==> config.mk <==
export PLATFORM = sky130hd
export DESIGN_NAME = block_ring_buffer_manager_core_flat
export DESIGN_NICKNAME = d
export VERILOG_FILES = /design/src/design/brb_pkg.sv /design/src/design/brb_if.sv /design/src/design/block_ring_buffer_manager_core.sv /design/src/flat_wrapper.sv
export VERILOG_INCLUDE_DIRS = /design/src /design/src/design
export SDC_FILE = /design/constraint.sdc
export NUM_CORES = 1
export LEC_CHECK = 0
export BUFFER_PORTS_ARGS = -buffer_cell sky130_fd_sc_hd__buf_4
export CAP_MARGIN = 20
export CORE_ASPECT_RATIO = 1.75
export CORE_MARGIN = 2
export CORE_UTILIZATION = 55
export CTS_CLUSTER_DIAMETER = 30
export DETAILED_ROUTE_END_ITERATION = 8
export PLACE_DENSITY_LB_ADDON = 0.1
export SYNTH_ARGS = -nofsm -noshare
export SYNTH_HDL_FRONTEND = slang
export SYNTH_SLANG_ARGS = --single-unit
==> constraint.sdc <==
create_clock -name clk -period 8.9 [get_ports clk]
set_clock_uncertainty 0.05 [all_clocks]
set_input_delay 0 -clock clk [delete_from_list [all_inputs] [get_ports clk]]
set_output_delay 0 -clock clk [all_outputs]
set_load 0.01 [all_outputs]
==> src/design/block_ring_buffer_manager_core_assert.svh <==
// Assertion macros for the ring buffer manager.
`ifndef BLOCK_RING_BUFFER_MANAGER_CORE_ASSERT_SVH
`define BLOCK_RING_BUFFER_MANAGER_CORE_ASSERT_SVH

// Checked on every rising edge once reset is released.
`define BRB_ASSERT(label, prop, msg) \
  label: assert property (@(posedge clk) disable iff (!rst_n) (prop)) else $error(msg);

// Checked on every rising edge, reset included.
`define BRB_ASSERT_ALWAYS(label, prop, msg) \
  label: assert property (@(posedge clk) (prop)) else $error(msg);

`endif

==> src/design/brb_pkg.sv <==
`timescale 1ns / 1ps
`default_nettype none
package brb_pkg;

  // Ring geometry
  localparam int BLOCKS      = 8;
  localparam int BLOCK_BYTES = 512;
  localparam int IDX_W       = (BLOCKS > 1) ? $clog2(BLOCKS) : 1;
  localparam int FILL_W      = $clog2(BLOCK_BYTES);
  localparam int DEPTH_W     = $clog2(BLOCKS + 1);

  // Field widths
  localparam int LEN_W  = 10;
  localparam int ADDR_W = 32;
  localparam int PEAK_W = 4;
  localparam int PEAK_MAX = 15;

  // Configuration port
  localparam int CFG_AW = 3;
  localparam int CFG_DW = 32;
  localparam logic [CFG_AW-1:0] REG_BASE_ADDRESS = 3'd0;

  // Commands
  localparam logic CMD_PUT = 1'b0;
  localparam logic CMD_GET = 1'b1;

  typedef logic [IDX_W-1:0]  idx_t;
  typedef logic [FILL_W-1:0] fill_t;
  typedef logic [LEN_W-1:0]  len_t;
  typedef logic [ADDR_W-1:0] addr_t;
  typedef logic [PEAK_W-1:0] peak_t;

  // Ring index a + b, wrapped to BLOCKS (b < BLOCKS)
  function automatic idx_t idx_add(input idx_t a, input idx_t b);
    logic [IDX_W:0] s;
    s = {1'b0, a} + {1'b0, b};
    if (s >= (IDX_W+1)'(BLOCKS)) begin
      s = s - (IDX_W+1)'(BLOCKS);
    end
    return s[IDX_W-1:0];
  endfunction

  // Byte address of block idx at offset off
  function automatic addr_t blk_addr(input addr_t base, input idx_t idx, input fill_t off);
    return base + ADDR_W'(idx) * ADDR_W'(BLOCK_BYTES) + ADDR_W'(off);
  endfunction

endpackage
`default_nettype wire

==> src/design/brb_if.sv <==
`timescale 1ns / 1ps
`default_nettype none
// Request channel
interface brb_req_if;
  import brb_pkg::*;
  logic valid;
  logic ready;
  logic cmd;
  len_t byte_count;
  modport source (output valid, cmd, byte_count, input ready);
  modport sink   (input valid, cmd, byte_count, output ready);
endinterface

// Result channel
interface brb_res_if;
  import brb_pkg::*;
  logic  valid;
  logic  ready;
  logic  ok;
  addr_t segment_address;
  len_t  segment_length;
  logic  last;
  peak_t deepest_scan;
  modport source (output valid, ok, segment_address, segment_length, last, deepest_scan,
                  input ready);
  modport sink   (input valid, ok, segment_address, segment_length, last, deepest_scan,
                  output ready);
endinterface
`default_nettype wire

==> src/design/block_ring_buffer_manager_core.sv <==
`timescale 1ns / 1ps
`default_nettype none
// Channel  Direction  Handshake        Transaction
// in_      sink       valid / ready    cmd, byte_count
// out_     source     valid / ready    ok, segment_address, segment_length, last, deepest_scan
// cfg_     APB slave  psel / penable   base_address at byte address 0, pready tied high
//
// A get is answered from the idle state: the head block comes from the full-flag register.
// A put reads the fill memory, then S_CALC loads its result into the single output register;
// on a spill S_SPILL loads a second one, and a put with no free block is refused from S_IDLE.
// A new request is taken only when the sequencer is idle and the output register is free.
// rst_n (synchronous) clears all flags, head, peak and base; the fill memory needs no sweep.
// A stalled out_ holds the sequencer in place; in_ stays not ready meanwhile.
module block_ring_buffer_manager_core (
  input  wire                          clk,
  input  wire                          rst_n,
  brb_req_if.sink                      in_,
  brb_res_if.source                    out_,
  input  wire                          cfg_psel,
  input  wire                          cfg_penable,
  input  wire                          cfg_pwrite,
  input  wire [brb_pkg::CFG_AW-1:0]    cfg_paddr,
  input  wire [brb_pkg::CFG_DW-1:0]    cfg_pwdata,
  output logic [brb_pkg::CFG_DW-1:0]   cfg_prdata,
  output logic                         cfg_pready
);
  import brb_pkg::*;
  `include "block_ring_buffer_manager_core_assert.svh"

  localparam logic [1:0] S_IDLE  = 2'd0;
  localparam logic [1:0] S_CALC  = 2'd1;
  localparam logic [1:0] S_SPILL = 2'd2;

  // Control state
  logic [1:0]        state_r, state_nxt;
  logic [BLOCKS-1:0] full_r, full_nxt;
  logic [BLOCKS-1:0] fill_vld_r;
  idx_t              head_r, head_nxt;
  peak_t             peak_r, peak_nxt;
  addr_t             base_r;

  // Per-request work registers
  idx_t  f_r, f_nxt;
  len_t  len_r, len_nxt;
  len_t  spill_r, spill_nxt;

  // Fill memory
  fill_t fill_mem [BLOCKS];
  fill_t fill_rd_r;
  logic  mem_re, mem_we;
  idx_t  mem_raddr, mem_waddr;
  fill_t mem_wdata;

  // Output register
  logic  out_valid_r;
  logic  ok_r, last_r;
  addr_t seg_addr_r;
  len_t  seg_len_r;
  peak_t scan_r;
  logic  out_free, out_load, in_acc;
  logic  ld_ok, ld_last;
  addr_t ld_addr;
  len_t  ld_len;
  peak_t ld_scan;

  // Scan and arithmetic
  logic [DEPTH_W-1:0] depth;
  idx_t               scan_idx;
  len_t               len_clamp;
  fill_t              fill_cur;
  logic [LEN_W:0]     fill_sum;
  len_t               rem;
  idx_t               g_idx;
  logic               cfg_wr;

  assign out_free   = !out_valid_r || out_.ready;
  assign in_.ready  = (state_r == S_IDLE) && out_free;
  assign in_acc     = in_.valid && in_.ready;
  assign cfg_pready = 1'b1;
  assign cfg_wr     = cfg_psel && cfg_penable && cfg_pwrite && cfg_pready;
  assign cfg_prdata = (cfg_paddr == REG_BASE_ADDRESS) ? base_r : '0;

  // First non-full block from the head
  always_comb begin
    depth    = DEPTH_W'(BLOCKS);
    scan_idx = head_r;
    for (int d = BLOCKS - 1; d >= 0; d--) begin
      if (!full_r[idx_add(head_r, IDX_W'(d))]) begin
        depth    = DEPTH_W'(d);
        scan_idx = idx_add(head_r, IDX_W'(d));
      end
    end
  end

  assign len_clamp = (in_.byte_count > LEN_W'(BLOCK_BYTES)) ? LEN_W'(BLOCK_BYTES)
                                                             : in_.byte_count;
  assign fill_cur  = fill_vld_r[f_r] ? fill_rd_r : '0;
  assign fill_sum  = {1'b0, LEN_W'(fill_cur)} + {1'b0, len_r};
  assign rem       = LEN_W'(BLOCK_BYTES) - LEN_W'(fill_cur);
  assign g_idx     = idx_add(f_r, IDX_W'(1));

  // Request sequencer
  always_comb begin
    state_nxt = state_r;
    full_nxt  = full_r;
    head_nxt  = head_r;
    peak_nxt  = peak_r;
    f_nxt     = f_r;
    len_nxt   = len_r;
    spill_nxt = spill_r;
    mem_re    = 1'b0;
    mem_raddr = scan_idx;
    mem_we    = 1'b0;
    mem_waddr = f_r;
    mem_wdata = '0;
    out_load  = 1'b0;
    ld_ok     = 1'b0;
    ld_last   = 1'b1;
    ld_addr   = '0;
    ld_len    = '0;
    ld_scan   = peak_r;
    unique case (state_r)
      S_IDLE: begin
        if (in_acc) begin
          if (in_.cmd == CMD_GET) begin
            out_load = 1'b1;
            if (full_r[head_r]) begin
              ld_ok            = 1'b1;
              ld_addr          = blk_addr(base_r, head_r, '0);
              ld_len           = LEN_W'(BLOCK_BYTES);
              full_nxt[head_r] = 1'b0;
              head_nxt         = idx_add(head_r, IDX_W'(1));
              mem_we           = 1'b1;
              mem_waddr        = head_r;
            end
          end else begin
            if (32'(depth) > 32'(peak_r)) begin
              peak_nxt = (32'(depth) > PEAK_MAX) ? PEAK_W'(PEAK_MAX) : PEAK_W'(depth);
            end
            ld_scan = peak_nxt;
            if (32'(depth) == BLOCKS) begin
              out_load = 1'b1;
            end else begin
              mem_re    = 1'b1;
              f_nxt     = scan_idx;
              len_nxt   = len_clamp;
              state_nxt = S_CALC;
            end
          end
        end
      end
      S_CALC: begin
        if (out_free) begin
          out_load  = 1'b1;
          ld_ok     = 1'b1;
          ld_addr   = blk_addr(base_r, f_r, fill_cur);
          mem_we    = 1'b1;
          mem_waddr = f_r;
          if (fill_sum < (LEN_W+1)'(BLOCK_BYTES)) begin
            ld_len    = len_r;
            mem_wdata = fill_sum[FILL_W-1:0];
            state_nxt = S_IDLE;
          end else begin
            // Tail of this block; the rest goes to the next block
            ld_len        = rem;
            ld_last       = 1'b0;
            full_nxt[f_r] = 1'b1;
            spill_nxt     = len_r - rem;
            state_nxt     = S_SPILL;
          end
        end
      end
      S_SPILL: begin
        if (out_free) begin
          out_load  = 1'b1;
          state_nxt = S_IDLE;
          if (!full_r[g_idx]) begin
            ld_ok     = 1'b1;
            ld_addr   = blk_addr(base_r, g_idx, '0);
            ld_len    = spill_r;
            mem_we    = 1'b1;
            mem_waddr = g_idx;
            mem_wdata = spill_r[FILL_W-1:0];
          end
        end
      end
      default: begin
        state_nxt = S_IDLE;
      end
    endcase
  end

  // Control registers
  always_ff @(posedge clk) begin
    if (!rst_n) begin
      state_r     <= S_IDLE;
      full_r      <= '0;
      fill_vld_r  <= '0;
      head_r      <= '0;
      peak_r      <= '0;
      base_r      <= '0;
      out_valid_r <= 1'b0;
    end else begin
      state_r <= state_nxt;
      full_r  <= full_nxt;
      head_r  <= head_nxt;
      peak_r  <= peak_nxt;
      if (mem_we) begin
        fill_vld_r[mem_waddr] <= 1'b1;
      end
      if (cfg_wr && (cfg_paddr == REG_BASE_ADDRESS)) begin
        base_r <= cfg_pwdata;
      end
      if (out_load) begin
        out_valid_r <= 1'b1;
      end else if (out_.ready) begin
        out_valid_r <= 1'b0;
      end
    end
  end

  // Work and output payload
  always_ff @(posedge clk) begin
    f_r     <= f_nxt;
    len_r   <= len_nxt;
    spill_r <= spill_nxt;
    if (out_load) begin
      ok_r       <= ld_ok;
      last_r     <= ld_last;
      seg_addr_r <= ld_addr;
      seg_len_r  <= ld_len;
      scan_r     <= ld_scan;
    end
  end

  // Fill memory: one read port, one write port; the sequencer never reads and
  // writes in the same cycle, so no forwarding is needed
  always_ff @(posedge clk) begin
    if (mem_we) begin
      fill_mem[mem_waddr] <= mem_wdata;
    end
    if (mem_re) begin
      fill_rd_r <= fill_mem[mem_raddr];
    end
  end

  assign out_.valid           = out_valid_r;
  assign out_.ok              = ok_r;
  assign out_.segment_address = seg_addr_r;
  assign out_.segment_length  = seg_len_r;
  assign out_.last            = last_r;
  assign out_.deepest_scan    = scan_r;

  // A non-final result always has its spill result still to come
  `BRB_ASSERT(a_tail_then_spill, (out_valid_r && !last_r) |-> (state_r == S_SPILL),
              "tail segment without pending spill")
  // The peak only grows between resets
  `BRB_ASSERT(a_peak_monotonic, $past(rst_n) |-> (peak_r >= $past(peak_r)),
              "scan peak decreased")
  // A full block at the head always holds fill zero
  `BRB_ASSERT(a_full_fill_zero,
              (full_r[head_r] && fill_vld_r[head_r]) |-> (fill_mem[head_r] == '0),
              "full block with nonzero fill")
  // Memory port never read and written in one cycle
  `BRB_ASSERT_ALWAYS(a_no_rw_overlap, !(mem_re && mem_we), "fill memory read/write overlap")

endmodule
`default_nettype wire

==> src/flat_wrapper.sv <==
// flat-port wrapper written by rule: the top's interface ports become plain ports
module block_ring_buffer_manager_core_flat import brb_pkg::*;
  (clk, rst_n, cfg_psel, cfg_penable, cfg_pwrite, cfg_paddr, cfg_pwdata, cfg_prdata, cfg_pready, in__valid, in__cmd, in__byte_count, in__ready, out__valid, out__ok, out__segment_address, out__segment_length, out__last, out__deepest_scan, out__ready);
  brb_req_if in__i ();
  brb_res_if out__i ();
  input  wire clk;
  input  wire rst_n;
  input  wire cfg_psel;
  input  wire cfg_penable;
  input  wire cfg_pwrite;
  input  wire [brb_pkg::CFG_AW-1:0] cfg_paddr;
  input  wire [brb_pkg::CFG_DW-1:0] cfg_pwdata;
  output logic [brb_pkg::CFG_DW-1:0] cfg_prdata;
  output logic cfg_pready;
  input wire logic [$bits(in__i.valid)-1:0] in__valid;
  input wire logic [$bits(in__i.cmd)-1:0] in__cmd;
  input wire logic [$bits(in__i.byte_count)-1:0] in__byte_count;
  output wire logic [$bits(in__i.ready)-1:0] in__ready;
  output wire logic [$bits(out__i.valid)-1:0] out__valid;
  output wire logic [$bits(out__i.ok)-1:0] out__ok;
  output wire logic [$bits(out__i.segment_address)-1:0] out__segment_address;
  output wire logic [$bits(out__i.segment_length)-1:0] out__segment_length;
  output wire logic [$bits(out__i.last)-1:0] out__last;
  output wire logic [$bits(out__i.deepest_scan)-1:0] out__deepest_scan;
  input wire logic [$bits(out__i.ready)-1:0] out__ready;
  assign in__i.valid = in__valid;
  assign in__i.cmd = in__cmd;
  assign in__i.byte_count = in__byte_count;
  assign in__ready = in__i.ready;
  assign out__valid = out__i.valid;
  assign out__ok = out__i.ok;
  assign out__segment_address = out__i.segment_address;
  assign out__segment_length = out__i.segment_length;
  assign out__last = out__i.last;
  assign out__deepest_scan = out__i.deepest_scan;
  assign out__i.ready = out__ready;
  block_ring_buffer_manager_core u_core (.clk(clk), .rst_n(rst_n), .in_(in__i), .out_(out__i), .cfg_psel(cfg_psel), .cfg_penable(cfg_penable), .cfg_pwrite(cfg_pwrite), .cfg_paddr(cfg_paddr), .cfg_pwdata(cfg_pwdata), .cfg_prdata(cfg_prdata), .cfg_pready(cfg_pready));
endmodule
==> out/results.txt <==
Post-route insts no fill -> 1715
Initial antenna violation count -> 0
Hold WC Path Type -> primary input to register
Total of max-cap violations -> 0
CP required -> 9.08 ns
Reg2reg path depth -> 14
Peak VDD IR -> 0.204 mV
Final worst slack -> 3.23 ns
Synth-to-layout area growth -> 22.6%
H-tree level count -> 1
Clk slew on worst S/H paths -> 0.06 ns
Die Span Y -> 203 um
RR Startpoint -> u_core.f_r[1]$_DFFE_PP_
Post-DP HPWL -> 24400 um
Routability congestion estimate -> 0.920
DRT Wirelength -> 34500 um
P per Cell Area -> 166 nW/um^2
Achievable frequency -> 0.176 GHz
Reg-to-reg slack, setup -> 3.23 ns
Arr. time, crit path -> 5.85 ns
Crit path from -> u_core.f_r[1]$_DFFE_PP_
Number of port buffers -> 134
Die Wd -> 118 um
RSZ-0062 raised after global routing -> false
Syn_nets -> 1331
Vias in the first global route -> 10200
Pre-CTS WS -> 3.33 ns
Cells after synthesis -> 1223
Synthesized cell area -> 12500 sq um
CTS tree -> built
Placed Cells -> 1606
Total number of vias -> 10300
Sequential area share after synthesis -> 45.9%
Hold path depth -> 5
Number of enable flip-flop cells after synthesis -> 152
Crit path time final -> 5.67 ns
Worst setup EP type -> register
Crit-path max FO -> 22
Average cell area after synthesis -> 10.2 sq um
Gr ovfl total -> 0
Worst r2r dst -> u_core.fill_mem[0][4]$_DFFE_PP_
Root buf cell -> clkbuf_16
Count of different cell masters after synthesis -> 78
Pint -> 1.91 mW
Biggest area consumer among synthesized cells -> edfxtp_1
Die ar. -> 24000 sq um
Flops & latches, synth -> 210
Clk buf depth -> 3
Cell Rows -> 73
Synth Warn # -> 0
Hold Path Origin -> cfg_penable
Crit start category -> register
Worst stage delay on the critical path -> 0.83 ns
Hold Vio Cnt, Final -> 0
Most frequent cell after synthesis -> nand2_1
Initial DRT Pass Iterations -> 8
Slew headroom -> 28.0%
Antenna-violating nets left -> 0
Critical Path, Cell by Cell -> mux4_2, mux2_2, nand2_1, inv_1, ha_1, a21o_1, a21oi_1, o21ai_0, a2111oi_0, o311ai_1, o41ai_4, buf_4, nand3_2, o32ai_1
Fin Setup TNS -> 0 ns
Reported net switching power -> 0.639 mW
Part of the cycle the worst path needs -> 63.7%
Num ports -> 136
Core Box Area -> 22500 sq um
Leak -> 5.98 nW
Slew Limit Fails -> 0
Seq pwr share -> 43.7%
Final #Nets -> 1499
Status -> completed
Number of antenna cells inserted -> 0
Fillers -> 1739
Final setup viols -> 0
Clock latency on the worst-skew pair -> 0.56 ns
Synth top area cells -> edfxtp_1, dfxtp_1, ha_1
Clk network pwr share -> 47.3%
Initial Util -> 55.6%
Largest net degree at the start of global routing -> 49
Post_cts resized -> 0
Iter 0 DRT Violations -> 984
Top-area cell type share of the netlist area -> 36.6%
Vias per cell -> 5.99
Residual DRC -> 0
TritonCTS Buffers -> 30
Max stage delay cell, worst path -> o32ai_1
Dominant synthesized flop cell -> edfxtp_1
Sw frac -> 25.1%
GRT Total Usage -> 28.7%
Min-Delay Endpoint -> u_core.base_r[7]$_SDFFE_PN0P_
Post-synth ARST share -> 0%
Slew @ Worst Pin -> 1.08 ns
Per-cell routed wire length -> 20.1 um
First-pass GRT wire length -> 54100 um
CTS Sinks -> 210
Combinational share of power -> 9.1%
Synth cell count leaders -> nand2_1, edfxtp_1, a21oi_1, nor2_1, dfxtp_1
Layout cells sized above 1 -> 18.9%
WS Path Type -> register to register
cells by family (layout without fill, tap and decap cells):
family                   Yosys count  in the layout  share of synthesized area (%)
adder cells (fa/ha/maj)           56             56                           5.89
flip-flops                       210            210                           45.9
buffers and inverters            125            317                           4.31
AO/OA/AOI/OAI                    292            292                           14.6
multiplexers                      84             84                           10.4
XOR/XNOR                          48             48                           3.52
other                              1              1                         0.0300
AND/OR/NAND/NOR                  407            407                           15.4
cells in the final DEF, fill, tap and decap left out, types with 15 or more instances in the layout:
cell           synthesis  final
buf_4                  3    157
nand2_1              154    154
edfxtp_1             152    152
a21oi_1               89     87
nor2_1                85     85
dfxtp_1               58     58
dlygate4sd3_1          0     52
ha_1                  50     50
inv_1                 49     49
o21ai_0               45     45
and2_1                41     41
mux2i_1               35     35
clkbuf_16              0     32
xnor2_1               30     30
o22ai_1               27     27
o21ai_1               23     23
nand3_1               21     21
nor3_1                22     19
a22oi_1               18     18
xor2_1                17     17
o21a_1                17     17
mux2_2                16     16
nor2b_1               16     16
mux4_2                15     15
registers in the layout, indices dropped and copies added (netlist names), 3 cells and up:
| signal | count |
|---|---|
| u_core.fill_rd_r | 9 |
| u_core.fill_vld_r | 8 |
| u_core.head_r | 3 |
| u_core.out_.deepest_scan | 4 |
| u_core.base_r | 32 |
| u_core.len_r | 10 |
| u_core.full_r | 8 |
| u_core.out_.segment_length | 10 |
| u_core.f_r | 3 |
| u_core.fill_mem | 72 |
| u_core.peak_r | 4 |
| u_core.spill_r | 10 |
| u_core.out_.segment_address | 32 |
power by group through the flow:
stage	logic, mW	registers (mW)	clock network, mW
after global routing	0.251	1.11	1.26
final	0.231	1.11	1.20
after global placement	0.211	1.13	0
after detailed placement	0.213	1.13	0
after floorplan	0.106	1.14	0
after CTS	0.231	1.11	1.22
cell type report:
cell class	count	area [sq um]	share of cell area (%)
clock inverter	23	236	1.54
tap	300	375	2.45
inverter	52	195	1.27
timing repair buffer	209	1700	11.1
sequential	210	5730	37.4
multi-input combinational	888	6260	40.9
clock buffer	33	815	5.32
stage by stage:
| step | total power [mW] | utilization (%) | hold slack [ns] | cell area [sq um] |
|---|---|---|---|---|
| 2_1_floorplan | 1.24 | - | 0.0860 | 12500 |
| 3_3_place_gp | 1.34 | 61.1 | 0.200 | 13700 |
| 3_5_place_dp | 1.34 | 61.1 | 0.206 | 13700 |
| 4_1_cts | 2.56 | 68.1 | 0.000254 | 15300 |
| 5_1_grt | 2.62 | 68.1 | 0.0502 | 15300 |
| 6_report | 2.55 | 68.1 | 0.0218 | 15300 |
how the worst max path moves through the flow:
stage,endpoint,cells after the start
2_1_floorplan,u_core.out_.deepest_scan[0]$_DFFE_PP_,13
3_3_place_gp,u_core.fill_mem[7][4]$_DFFE_PP_,14
3_5_place_dp,u_core.fill_mem[5][4]$_DFFE_PP_,14
4_1_cts,u_core.fill_mem[1][4]$_DFFE_PP_,14
5_1_grt,u_core.fill_mem[0][4]$_DFFE_PP_,14
6_report,u_core.fill_mem[0][4]$_DFFE_PP_,14
worst max-delay path, delay by kind of cell, from the launching register on:
kind                     cells  cell delay [ns]
multiplexers                 2             1.00
AO/OA/AOI/OAI                7             2.45
flip-flops                   1             0.65
buffers and inverters        2             0.40
AND/OR/NAND/NOR              2             0.50
adder cells (fa/ha/maj)      1             0.28
per-layer routing:
metal | GRT usage, % | share of wire [%]
met4 | 13.5 | 4.3
met3 | 4.31 | 5.3
met2 | 54.5 | 54
met1 | 30.9 | 36
met5 | 0 | 0
timing repair:
action                    in CTS  in global routing
hold buffers                  52                  0
hold endpoints to repair      86                  0
setup buffers                  0                  0
(Power assumes the default switching activity.)
